===== config.mk =====
export PLATFORM = sky130hd
export DESIGN_NAME = one_shot_periodic_timer_table
export DESIGN_NICKNAME = d
export VERILOG_FILES = /design/src/hw/rtl/ospt_pkg.sv /design/src/hw/rtl/ospt_ctrl.sv /design/src/hw/rtl/ospt_dp.sv /design/src/hw/rtl/one_shot_periodic_timer_table.sv
export SDC_FILE = /design/constraint.sdc
export NUM_CORES = 2
export LEC_CHECK = 0
export BUFFER_PORTS_ARGS = -buffer_cell sky130_fd_sc_hd__buf_4
export CAP_MARGIN = 20
export CORE_ASPECT_RATIO = 0.7
export CORE_MARGIN = 2
export CORE_UTILIZATION = 53
export CTS_BUF_LIST = sky130_fd_sc_hd__clkbuf_16
export DETAILED_ROUTE_END_ITERATION = 10
export HOLD_SLACK_MARGIN = 0.1
export PLACE_DENSITY_LB_ADDON = 0.12
export SYNTH_ARGS = -nofsm -noshare
export SYNTH_HDL_FRONTEND = slang
export SYNTH_SLANG_ARGS = --single-unit

===== constraint.sdc =====
create_clock -name clk -period 11.9 [get_ports clk]
set_clock_uncertainty 0.2 [all_clocks]
set_input_delay 1.785 -clock clk [delete_from_list [all_inputs] [get_ports clk]]
set_output_delay 1.785 -clock clk [all_outputs]
set_load 0.02 [all_outputs]

===== src/hw/rtl/ospt_pkg.sv =====
`default_nettype none
package ospt_pkg;

  localparam logic [2:0] KIND_TICK          = 3'd0;
  localparam logic [2:0] KIND_POST_ONE_SHOT = 3'd1;
  localparam logic [2:0] KIND_POST_PERIODIC = 3'd2;
  localparam logic [2:0] KIND_REMOVE        = 3'd3;
  localparam logic [2:0] KIND_CLEAR         = 3'd4;

  localparam logic [1:0] STATUS_OK        = 2'd0;
  localparam logic [1:0] STATUS_FULL      = 2'd1;
  localparam logic [1:0] STATUS_NOT_FOUND = 2'd2;

  localparam logic [4:0] RESULT_CAP = 5'd16;

  typedef struct packed {
    logic [2:0]  kind;
    logic [7:0]  task_id;
    logic [31:0] context_req;
    logic [31:0] delay;
    logic [31:0] period;
  } in_t;

  typedef struct packed {
    logic        fired;
    logic [7:0]  fired_id;
    logic [31:0] fired_context;
    logic [1:0]  status;
    logic        last;
  } out_t;

  typedef enum logic [2:0] {
    S_IDLE, S_FIND, S_INSERT, S_DROP, S_TICK, S_FLUSH, S_RESP
  } state_t;

  typedef enum logic [1:0] {
    OUT_NONE, OUT_PEND, OUT_STATUS, OUT_FINAL
  } out_sel_t;

  typedef struct packed {
    logic       load_item;
    logic       idx_inc;
    logic       set_status;
    logic [1:0] status;
    logic       insert;
    logic       drop;
    logic       clear;
    logic       tick_upd;
    logic       fire_push;
    out_sel_t   out_sel;
  } cmd_t;

  typedef struct packed {
    logic [2:0] kind;
    logic       at_end;
    logic       match;
    logic       full;
    logic       fires;
    logic       repeating;
    logic       out_free;
    logic       pend_valid;
    logic       cap_reached;
  } sts_t;

endpackage
`default_nettype wire


===== src/hw/rtl/ospt_ctrl.sv =====
`default_nettype none
module ospt_ctrl (
  input  wire logic           clk,
  input  wire logic           rst_n,
  input  wire logic           in_valid,
  input  wire logic [2:0]     in_kind,
  output      logic           in_stall,
  input  wire ospt_pkg::sts_t sts,
  output      ospt_pkg::cmd_t cmd
);
  import ospt_pkg::*;

  state_t state_r, state_nxt;
  logic   fire_wait;

  assign in_stall  = (state_r != S_IDLE);
  assign fire_wait = sts.fires && sts.pend_valid && !sts.out_free && !sts.cap_reached;

  always_ff @(posedge clk) begin
    if (!rst_n) begin
      state_r <= S_IDLE;
    end else begin
      state_r <= state_nxt;
    end
  end

  always_comb begin
    state_nxt = state_r;
    unique case (state_r)
      S_IDLE: begin
        if (in_valid) begin
          priority if (in_kind == KIND_TICK) begin
            state_nxt = S_TICK;
          end else if (in_kind == KIND_POST_ONE_SHOT || in_kind == KIND_POST_PERIODIC ||
                       in_kind == KIND_REMOVE) begin
            state_nxt = S_FIND;
          end else begin
            state_nxt = S_RESP;
          end
        end
      end
      S_FIND: begin
        priority if (sts.at_end) begin
          if (sts.kind == KIND_REMOVE || sts.full) state_nxt = S_RESP;
          else state_nxt = S_INSERT;
        end else if (sts.match) begin
          state_nxt = (sts.kind == KIND_REMOVE) ? S_DROP : S_INSERT;
        end
      end
      S_INSERT: state_nxt = S_RESP;
      S_DROP:   state_nxt = S_RESP;
      S_TICK: begin
        if (sts.at_end) state_nxt = S_FLUSH;
      end
      S_FLUSH: begin
        if (sts.out_free) state_nxt = S_IDLE;
      end
      S_RESP: begin
        if (sts.out_free) state_nxt = S_IDLE;
      end
      default: state_nxt = S_IDLE;
    endcase
  end

  always_comb begin
    cmd = '0;
    cmd.out_sel = OUT_NONE;
    cmd.status  = STATUS_OK;
    unique case (state_r)
      S_IDLE: cmd.load_item = in_valid;
      S_FIND: begin
        priority if (sts.at_end) begin
          cmd.set_status = (sts.kind == KIND_REMOVE) || sts.full;
          cmd.status     = (sts.kind == KIND_REMOVE) ? STATUS_NOT_FOUND : STATUS_FULL;
        end else if (!sts.match) begin
          cmd.idx_inc = 1'b1;
        end
      end
      S_INSERT: cmd.insert = 1'b1;
      S_DROP:   cmd.drop   = 1'b1;
      S_TICK: begin
        if (!sts.at_end) begin
          priority if (!sts.fires) begin
            cmd.tick_upd = 1'b1;
            cmd.idx_inc  = 1'b1;
          end else if (!fire_wait) begin
            cmd.fire_push = 1'b1;
            if (sts.pend_valid && !sts.cap_reached) cmd.out_sel = OUT_PEND;
            if (sts.repeating) begin
              cmd.tick_upd = 1'b1;
              cmd.idx_inc  = 1'b1;
            end else begin
              cmd.drop = 1'b1;
            end
          end
        end
      end
      S_FLUSH: begin
        if (sts.out_free) cmd.out_sel = OUT_FINAL;
      end
      S_RESP: begin
        if (sts.out_free) begin
          cmd.out_sel = OUT_STATUS;
          cmd.clear   = (sts.kind == KIND_CLEAR);
        end
      end
      default: cmd = '0;
    endcase
  end

endmodule
`default_nettype wire


===== src/hw/rtl/ospt_dp.sv =====
`default_nettype none
module ospt_dp #(
  parameter int NUM_SLOTS = 16
) (
  input  wire logic           clk,
  input  wire logic           rst_n,
  input  wire ospt_pkg::in_t  in_data,
  input  wire ospt_pkg::cmd_t cmd,
  output      ospt_pkg::sts_t sts,
  output      logic           out_valid,
  input  wire logic           out_stall,
  output      ospt_pkg::out_t out_data
);
  import ospt_pkg::*;

  localparam int IW = $clog2(NUM_SLOTS + 1);
  localparam int PW = (NUM_SLOTS > 1) ? $clog2(NUM_SLOTS) : 1;

  // entries kept in visiting order, position 0 is the front
  logic [7:0]  id_r  [NUM_SLOTS];
  logic [31:0] ctx_r [NUM_SLOTS];
  logic [31:0] rem_r [NUM_SLOTS];
  logic [31:0] per_r [NUM_SLOTS];
  logic        rep_r [NUM_SLOTS];

  in_t         item_r;
  logic [IW-1:0] count_r, idx_r;
  logic [4:0]  n_r;
  logic [1:0]  status_r;
  logic        pend_v_r;
  logic [7:0]  pend_id_r;
  logic [31:0] pend_ctx_r;
  logic        out_valid_r;
  out_t        out_data_r;

  logic [PW-1:0] rd;
  logic [31:0]   rd_rem, tick_val;
  logic          fires, new_entry, new_rep;

  assign rd        = idx_r[PW-1:0];
  assign rd_rem    = rem_r[rd];
  assign fires     = (rd_rem == 32'd0) || (rd_rem == 32'd1);
  assign tick_val  = fires ? per_r[rd] : rd_rem - 32'd1;
  assign new_entry = (idx_r == count_r);
  assign new_rep   = (item_r.kind == KIND_POST_PERIODIC);

  assign sts.kind        = item_r.kind;
  assign sts.at_end      = (idx_r == count_r);
  assign sts.match       = (id_r[rd] == item_r.task_id);
  assign sts.full        = (count_r == IW'(NUM_SLOTS));
  assign sts.fires       = fires;
  assign sts.repeating   = rep_r[rd];
  assign sts.out_free    = !out_valid_r || !out_stall;
  assign sts.pend_valid  = pend_v_r;
  assign sts.cap_reached = (n_r == RESULT_CAP);

  assign out_valid = out_valid_r;
  assign out_data  = out_data_r;

  for (genvar i = 0; i < NUM_SLOTS; i++) begin : g_slot
    always_ff @(posedge clk) begin
      if (cmd.insert) begin
        if (i == 0) begin
          id_r[i]  <= item_r.task_id;
          ctx_r[i] <= item_r.context_req;
          rem_r[i] <= item_r.delay;
          per_r[i] <= new_rep ? item_r.period : 32'd0;
          rep_r[i] <= new_rep;
        end else if (IW'(i) <= idx_r) begin
          id_r[i]  <= id_r[(i > 0) ? i - 1 : 0];
          ctx_r[i] <= ctx_r[(i > 0) ? i - 1 : 0];
          rem_r[i] <= rem_r[(i > 0) ? i - 1 : 0];
          per_r[i] <= per_r[(i > 0) ? i - 1 : 0];
          rep_r[i] <= rep_r[(i > 0) ? i - 1 : 0];
        end
      end else if (cmd.drop) begin
        if (i < NUM_SLOTS - 1 && IW'(i) >= idx_r) begin
          id_r[i]  <= id_r[(i < NUM_SLOTS - 1) ? i + 1 : i];
          ctx_r[i] <= ctx_r[(i < NUM_SLOTS - 1) ? i + 1 : i];
          rem_r[i] <= rem_r[(i < NUM_SLOTS - 1) ? i + 1 : i];
          per_r[i] <= per_r[(i < NUM_SLOTS - 1) ? i + 1 : i];
          rep_r[i] <= rep_r[(i < NUM_SLOTS - 1) ? i + 1 : i];
        end
      end else if (cmd.tick_upd && rd == PW'(i)) begin
        rem_r[i] <= tick_val;
      end
    end
  end

  always_ff @(posedge clk) begin
    if (cmd.load_item) begin
      item_r   <= in_data;
      status_r <= STATUS_OK;
    end else if (cmd.set_status) begin
      status_r <= cmd.status;
    end
    if (cmd.fire_push && !sts.cap_reached) begin
      pend_id_r  <= id_r[rd];
      pend_ctx_r <= ctx_r[rd];
    end
    unique case (cmd.out_sel)
      OUT_PEND:   out_data_r <= '{1'b1, pend_id_r, pend_ctx_r, STATUS_OK, 1'b0};
      OUT_STATUS: out_data_r <= '{1'b0, 8'd0, 32'd0, status_r, 1'b1};
      OUT_FINAL: begin
        if (pend_v_r) out_data_r <= '{1'b1, pend_id_r, pend_ctx_r, STATUS_OK, 1'b1};
        else          out_data_r <= '{1'b0, 8'd0, 32'd0, STATUS_OK, 1'b1};
      end
      OUT_NONE:   out_data_r <= out_data_r;
      default:    out_data_r <= out_data_r;
    endcase
  end

  always_ff @(posedge clk) begin
    if (!rst_n) begin
      count_r     <= '0;
      idx_r       <= '0;
      n_r         <= '0;
      pend_v_r    <= 1'b0;
      out_valid_r <= 1'b0;
    end else begin
      if (cmd.load_item) begin
        idx_r    <= '0;
        n_r      <= '0;
        pend_v_r <= 1'b0;
      end else if (cmd.idx_inc) begin
        idx_r <= idx_r + IW'(1);
      end
      if (cmd.clear) begin
        count_r <= '0;
      end else if (cmd.insert && new_entry) begin
        count_r <= count_r + IW'(1);
      end else if (cmd.drop) begin
        count_r <= count_r - IW'(1);
      end
      if (cmd.fire_push && !sts.cap_reached) begin
        pend_v_r <= 1'b1;
        n_r      <= n_r + 5'd1;
      end else if (cmd.out_sel == OUT_FINAL) begin
        pend_v_r <= 1'b0;
      end
      if (cmd.out_sel != OUT_NONE) begin
        out_valid_r <= 1'b1;
      end else if (!out_stall) begin
        out_valid_r <= 1'b0;
      end
    end
  end

endmodule
`default_nettype wire


===== src/hw/rtl/one_shot_periodic_timer_table.sv =====
// Channel  Direction  Ports                         Payload
// input    in         in_valid, in_stall, in_data   ospt_pkg::in_t
// result   out        out_valid, out_stall, out_data ospt_pkg::out_t
//
// One item at a time; a tick walks the entries one per cycle through a single
// read port, plus any wait on out_stall. Post and remove scan for the id one
// entry per cycle. Clear and unused kinds go straight to the response.
// Reset is synchronous; entries need no clearing pass.
// While a result is held by out_stall the walk waits only when a fresh
// transaction must be pushed out.
`default_nettype none
module one_shot_periodic_timer_table #(
  parameter int NUM_SLOTS = 16
) (
  input  wire logic           clk,
  input  wire logic           rst_n,
  input  wire logic           in_valid,
  output      logic           in_stall,
  input  wire ospt_pkg::in_t  in_data,
  output      logic           out_valid,
  input  wire logic           out_stall,
  output      ospt_pkg::out_t out_data
);
  import ospt_pkg::*;

  cmd_t cmd;
  sts_t sts;

  ospt_ctrl u_ctrl (
    .clk      (clk),
    .rst_n    (rst_n),
    .in_valid (in_valid),
    .in_kind  (in_data.kind),
    .in_stall (in_stall),
    .sts      (sts),
    .cmd      (cmd)
  );

  ospt_dp #(.NUM_SLOTS(NUM_SLOTS)) u_dp (
    .clk       (clk),
    .rst_n     (rst_n),
    .in_data   (in_data),
    .cmd       (cmd),
    .sts       (sts),
    .out_valid (out_valid),
    .out_stall (out_stall),
    .out_data  (out_data)
  );

endmodule
`default_nettype wire


# == Yosys cells after proc, flatten, opt, wreduce, memory -nomap -nowiden ==
# Memories as Yosys holds them, arrays and structs flattened. A register that Yosys moved wholly into a read port is not among the register bits.
# Cells that the tools add are included.
# Widths: inputs -> output; s select.
# word_totals
register_bits,181
latch_bits,0
ramBits,1680
romBits,0
inputBits,111
out_inout_bits,46
wordCells,557
n_memories,5
# memory_table
memory,words,word_bits,rd,rd_clocked_by_memory_dff,write_ports,line_no,text
u_dp.ctx_r,16,32,17,1,16,ospt_dp.sv:21,logic [31:0] ctx_r [NUM_SLOTS];
u_dp.per_r,16,32,17,1,16,ospt_dp.sv:23,logic [31:0] per_r [NUM_SLOTS];
u_dp.rem_r,16,32,17,1,16,ospt_dp.sv:22,logic [31:0] rem_r [NUM_SLOTS];
u_dp.id_r,16,8,17,1,16,ospt_dp.sv:20,logic [7:0] id_r [NUM_SLOTS];
u_dp.rep_r,16,1,17,1,16,ospt_dp.sv:24,logic rep_r [NUM_SLOTS];
# op_classes
add_sub_neg,5
multipliers,0
div,0
order_cmp,30
eq_ne,40
shift,0
n_mux,321
bitwise,92
reduce_logical,46
# ops
cell,count
$mux 32,63
$mux 1,208
$pmux 44 s3,1
$mux 8,15
$or 1x1->1,91
$mux 44,1
$le 4x5->1 const A,8
$mux 4,10
$ge 4x5->1 const A,7
$mux 3,11
$eq 32x1->1 const B,1
$eq 4x4->1 const B,8
$logic_not 32->1,1
$sub 32x1->32 const B,1
$logic_and 1x1->1,22
$ge 3x5->1 const A,4
$le 3x5->1 const A,4
$mux 5,4
$eq 3x2->1 const B,6
$eq 4x3->1 const B,4
$add 5x1->5 const B,3
$pmux 3 s5,1
$eq 3x3->1 const B,4
$eq 5x5->1 const B,2
28 further kinds,54

# == Depth between registers and ports, before layout ==
# depth
depth_word,15
ltp_mapped,24
mapped_depth_nobuf,12

# == Cells and area by module ==
# Synthesis repeated with hierarchy kept, for this count alone.
# unflattened
cells_unflattened,6739
area_unflattened_um2,96164.7
# modules_own_cells
module,instances,cells_each,area_per_inst_um2,seq_area_each_um2
ospt_dp,1,6679,95719.3,56644.3
ospt_ctrl,1,60,445.4,60.1

# == Worst setup path before layout ==
# OpenSTA, ideal clock, no wires.
# synth_timing
path_type,register to register
from,register (tool-made name)
to,"memory u_dp.rem_r[10][0], enable pin"
setup_time_ps,391
arrival_ps,9126
required_time_ps,11309
slack_ps,2182
stages_incl_launch_ff,22
path_buffers,10
period_less_slack_ps,9718
cell_sequence,dfxtp_1 > buf_4 > buf_6 > buf_6 > buf_6 > buf_6 > buf_6 > buf_6 > buf_6 > mux4_2 > a22oi_1 > nand3_1 > inv_1 > ha_1 > o21ai_0 > or4b_4 > o41a_1 > buf_2 > or3_1 > clkbuf_1 > a32oi_1 > a31o_1
# synth_lines
item,line_no
to (decl),ospt_dp.sv:22

==> results.py <==
metrics = {
    "timing": {
        "post-route-period-util": 0.726,
        "max_freq_mhz": 116,
        "fin_setup_tns_ps": 0,
        "final-setup-viol-count": 0,
        "hold_violations": 0,
        "tightestPinTransition_ps": 1230,
        "fin_crit_ps": 8640,
        "setup_slack_ps": 3260,
        "rsz0062_at_grt": "false",
        "relSlewSlack": 0.177,
        "maxSlewViolCount": 0,
    },
    "setup_path": {
        "start_kind": "flop",
        "critical_path_class": "flop to flop",
        "crit_family": "buffers and inverters",
        "critPathBufInv": 6,
        "cp_common_cell": "buf_4",
        "crit_required_ps": 12160,
        "crit_chain": "buf_4, buf_4, mux4_2, a22o_1, a2111oi_2, nor4bb_1, buf_4, nand4_4, o41a_1, buf_4, or3_4, a32oi_4, buf_4, buf_4",
        "cp.depth": 14,
        "end_kind": "flop",
        "reg2reg_depth": 14,
        "arrival_ps": 8900,
        "critical-path-max-stage-delay_ps": 1100,
        "crit_slowest_cell": "a32oi_4",
        "crit_fanout": 51,
    },
    "cells_and_area": {
        "area_growth_pct": 9.48,
        "finalInstanceArea_um2": 104000,
        "final_cell_mix": "3599 x nand2_1, 1871 x edfxtp_1, 475 x mux4_2",
        "layout-drive-gt1-share": 0.147,
        "post-route-util": 0.583,
        "fin_nets": 8280,
        "mostFrequentLayoutCell": "nand2_1",
    },
    "place": {
        "pre_cts_ws_ps": 3470,
        "port_buffers": 156,
        "hpwl_um": 195000,
        "place_congestion": 0.978,
        "placed_cell_area_um2": 98400,
    },
    "synthesis": {
        "synth_edf_count": 1871,
        "ys_seq_area_frac": 0.595,
        "async_flop_share": 0,
        "synthCells": 8262,
        "syn_avg_cell_area_um2": 11.5,
        "ys_types": 78,
        "synthesis.area_um2": 95300,
        "ys_warn_count": 0,
        "synth_seq_cells": 1897,
        "synth_ff_type": "edfxtp_1",
        "synthesis.nets": 8386,
    },
    "flow_run": {
        "maxCapViolCount": 0,
    },
    "floorplan": {
        "start_util": 0.532,
        "num_rows": 130,
        "die_x_um": 511,
        "die_h_um": 359,
        "coreArea_um2": 179000,
        "dieArea_um2": 183000,
        "ioPinCount": 157,
    },
    "cts": {
        "clk_path_buf_depth": 3,
        "cts_sinks": 1897,
        "path_clk_slew_ps": 60,
        "cts_tree": "built",
        "cts_made_buffers": 188,
        "post_cts_resized": 0,
        "hold_buffers": 0,
        "clock-root-buffer": "clkbuf_16",
        "htreeDepth": 4,
        "insertion_delay_ps": 850,
        "post_cts_buffers": 0,
    },
    "global_routing": {
        "overflow": 0,
        "grt_pass1_vias": 67100,
        "grt_first_pass_wirelength_um": 477000,
        "grt_start_max_net_pins": 106,
        "grt_use_total": 0.356,
        "antenna_found_initial": 5,
    },
    "routing": {
        "wl_per_cell_um": 30.8,
        "drcViolationCount": 0,
        "dr.pass1.iters": 9,
        "routed_wl_um": 329000,
        "ant_nets": 0,
        "route.vias.total": 71900,
        "drt_iter0_markers": 12700,
        "viasPerCell": 6.73,
    },
    "pwr": {
        "leakagePower_nw": 38.1,
        "vdd_ir_drop_max_uv": 160,
        "power_density_nw_per_um2": 201,
        "power.total_w": 0.0209,
    },
    "min_path": {
        "hold_depth": 0,
        "hold_class": "flop to flop",
    },
    "outcome": {
        "status": "completed",
    },
}
==> cell type report <==
| type | count | area [um^2] |
|---|---|---|
| Timing Repair Buffer | 329 | 2650 |
| Inverter | 18 | 77.6 |
| Clock buffer | 191 | 4780 |
| Fill cell | 14600 | 74600 |
| Sequential cell | 1897 | 56700 |
| Antenna cell | 2 | 5.00 |
| Tap cell | 2376 | 2970 |
| Clock inverter | 150 | 1130 |
| Multi-Input combinational cell | 5722 | 36000 |
==> metal layers <==
| layer | routed length (um) | track usage | vias up |
|---|---|---|---|
| li1 | - | - | 29700 |
| met4 | 7840 | 0.0805 | 8 |
| met5 | 48 | 0 | - |
| met2 | 132000 | 0.481 | 5962 |
| met1 | 133000 | 0.538 | 35600 |
| met3 | 56700 | 0.140 | 612 |
==> sequential cells by signal, summed over array words and instances (netlist names), 8 cells and up, named ones only <==
signal / count
u_dp.out_data: 44
u_dp.rep_r: 16
u_dp.ctx_r: 512
u_dp.per_r: 512
u_dp.pend_id_r: 8
u_dp.id_r: 128
u_dp.rem_r: 512
u_dp.pend_ctx_r: 32
u_dp.item_r: 104
==> cell families after synthesis <==
group                      count (synthesis)  share of synthesized area
muxes                                    649                      0.131
buffers and inverters                    643                     0.0318
AOI/OAI and AO/OA                        767                     0.0580
DFF                                     1897                      0.595
adders and majority gates                 13                    0.00179
and+or+nand+nor                         4249                      0.178
xor gates and xnor gates                  44                    0.00404
==> final timing paths <==
kind                    start                 end  slack, ps
min reg2reg  u_dp.id_r[14][0]    u_dp.id_r[15][0]        270
min          u_dp.id_r[14][0]    u_dp.id_r[15][0]        270
max                      flop  u_dp.per_r[10][18]       3260
max reg2reg              flop  u_dp.per_r[10][18]       3260
==> synthesized netlist by cell type (all sizes together), types with 26 or more instances <==
cell type / instances / area share
nand3: 409 / 0.021
o211ai: 363 / 0.029
buf: 342 / 0.020
xnor2: 32 / 0.0029
edfxtp: 1871 / 0.59
and2: 51 / 0.0033
dfxtp: 26 / 0.0055
mux2: 44 / 0.0052
o21ai: 79 / 0.0042
a22oi: 106 / 0.0084
mux4: 475 / 0.11
nand2: 3607 / 0.14
mux2i: 130 / 0.014
clkbuf: 283 / 0.011
nor2: 76 / 0.0032
a22o: 35 / 0.0032
a21oi: 96 / 0.0054
==> where the power goes <==
group	internal (W)	leakage (nW)	switching, W
clock	0.00322	3.04	0.00272
combinational	0.00187	17.9	0.00410
sequential	0.00849	17.2	0.000538
==> per-stage QoR <==
stage               std cells  hold WS, ps
floorplan                8262          244
global placement        10300          254
detailed placement      10300          265
CTS                     10700          275
global route            10700          287
finish                  10700          271
No activity file was read; power rests on OpenSTA's default activity.
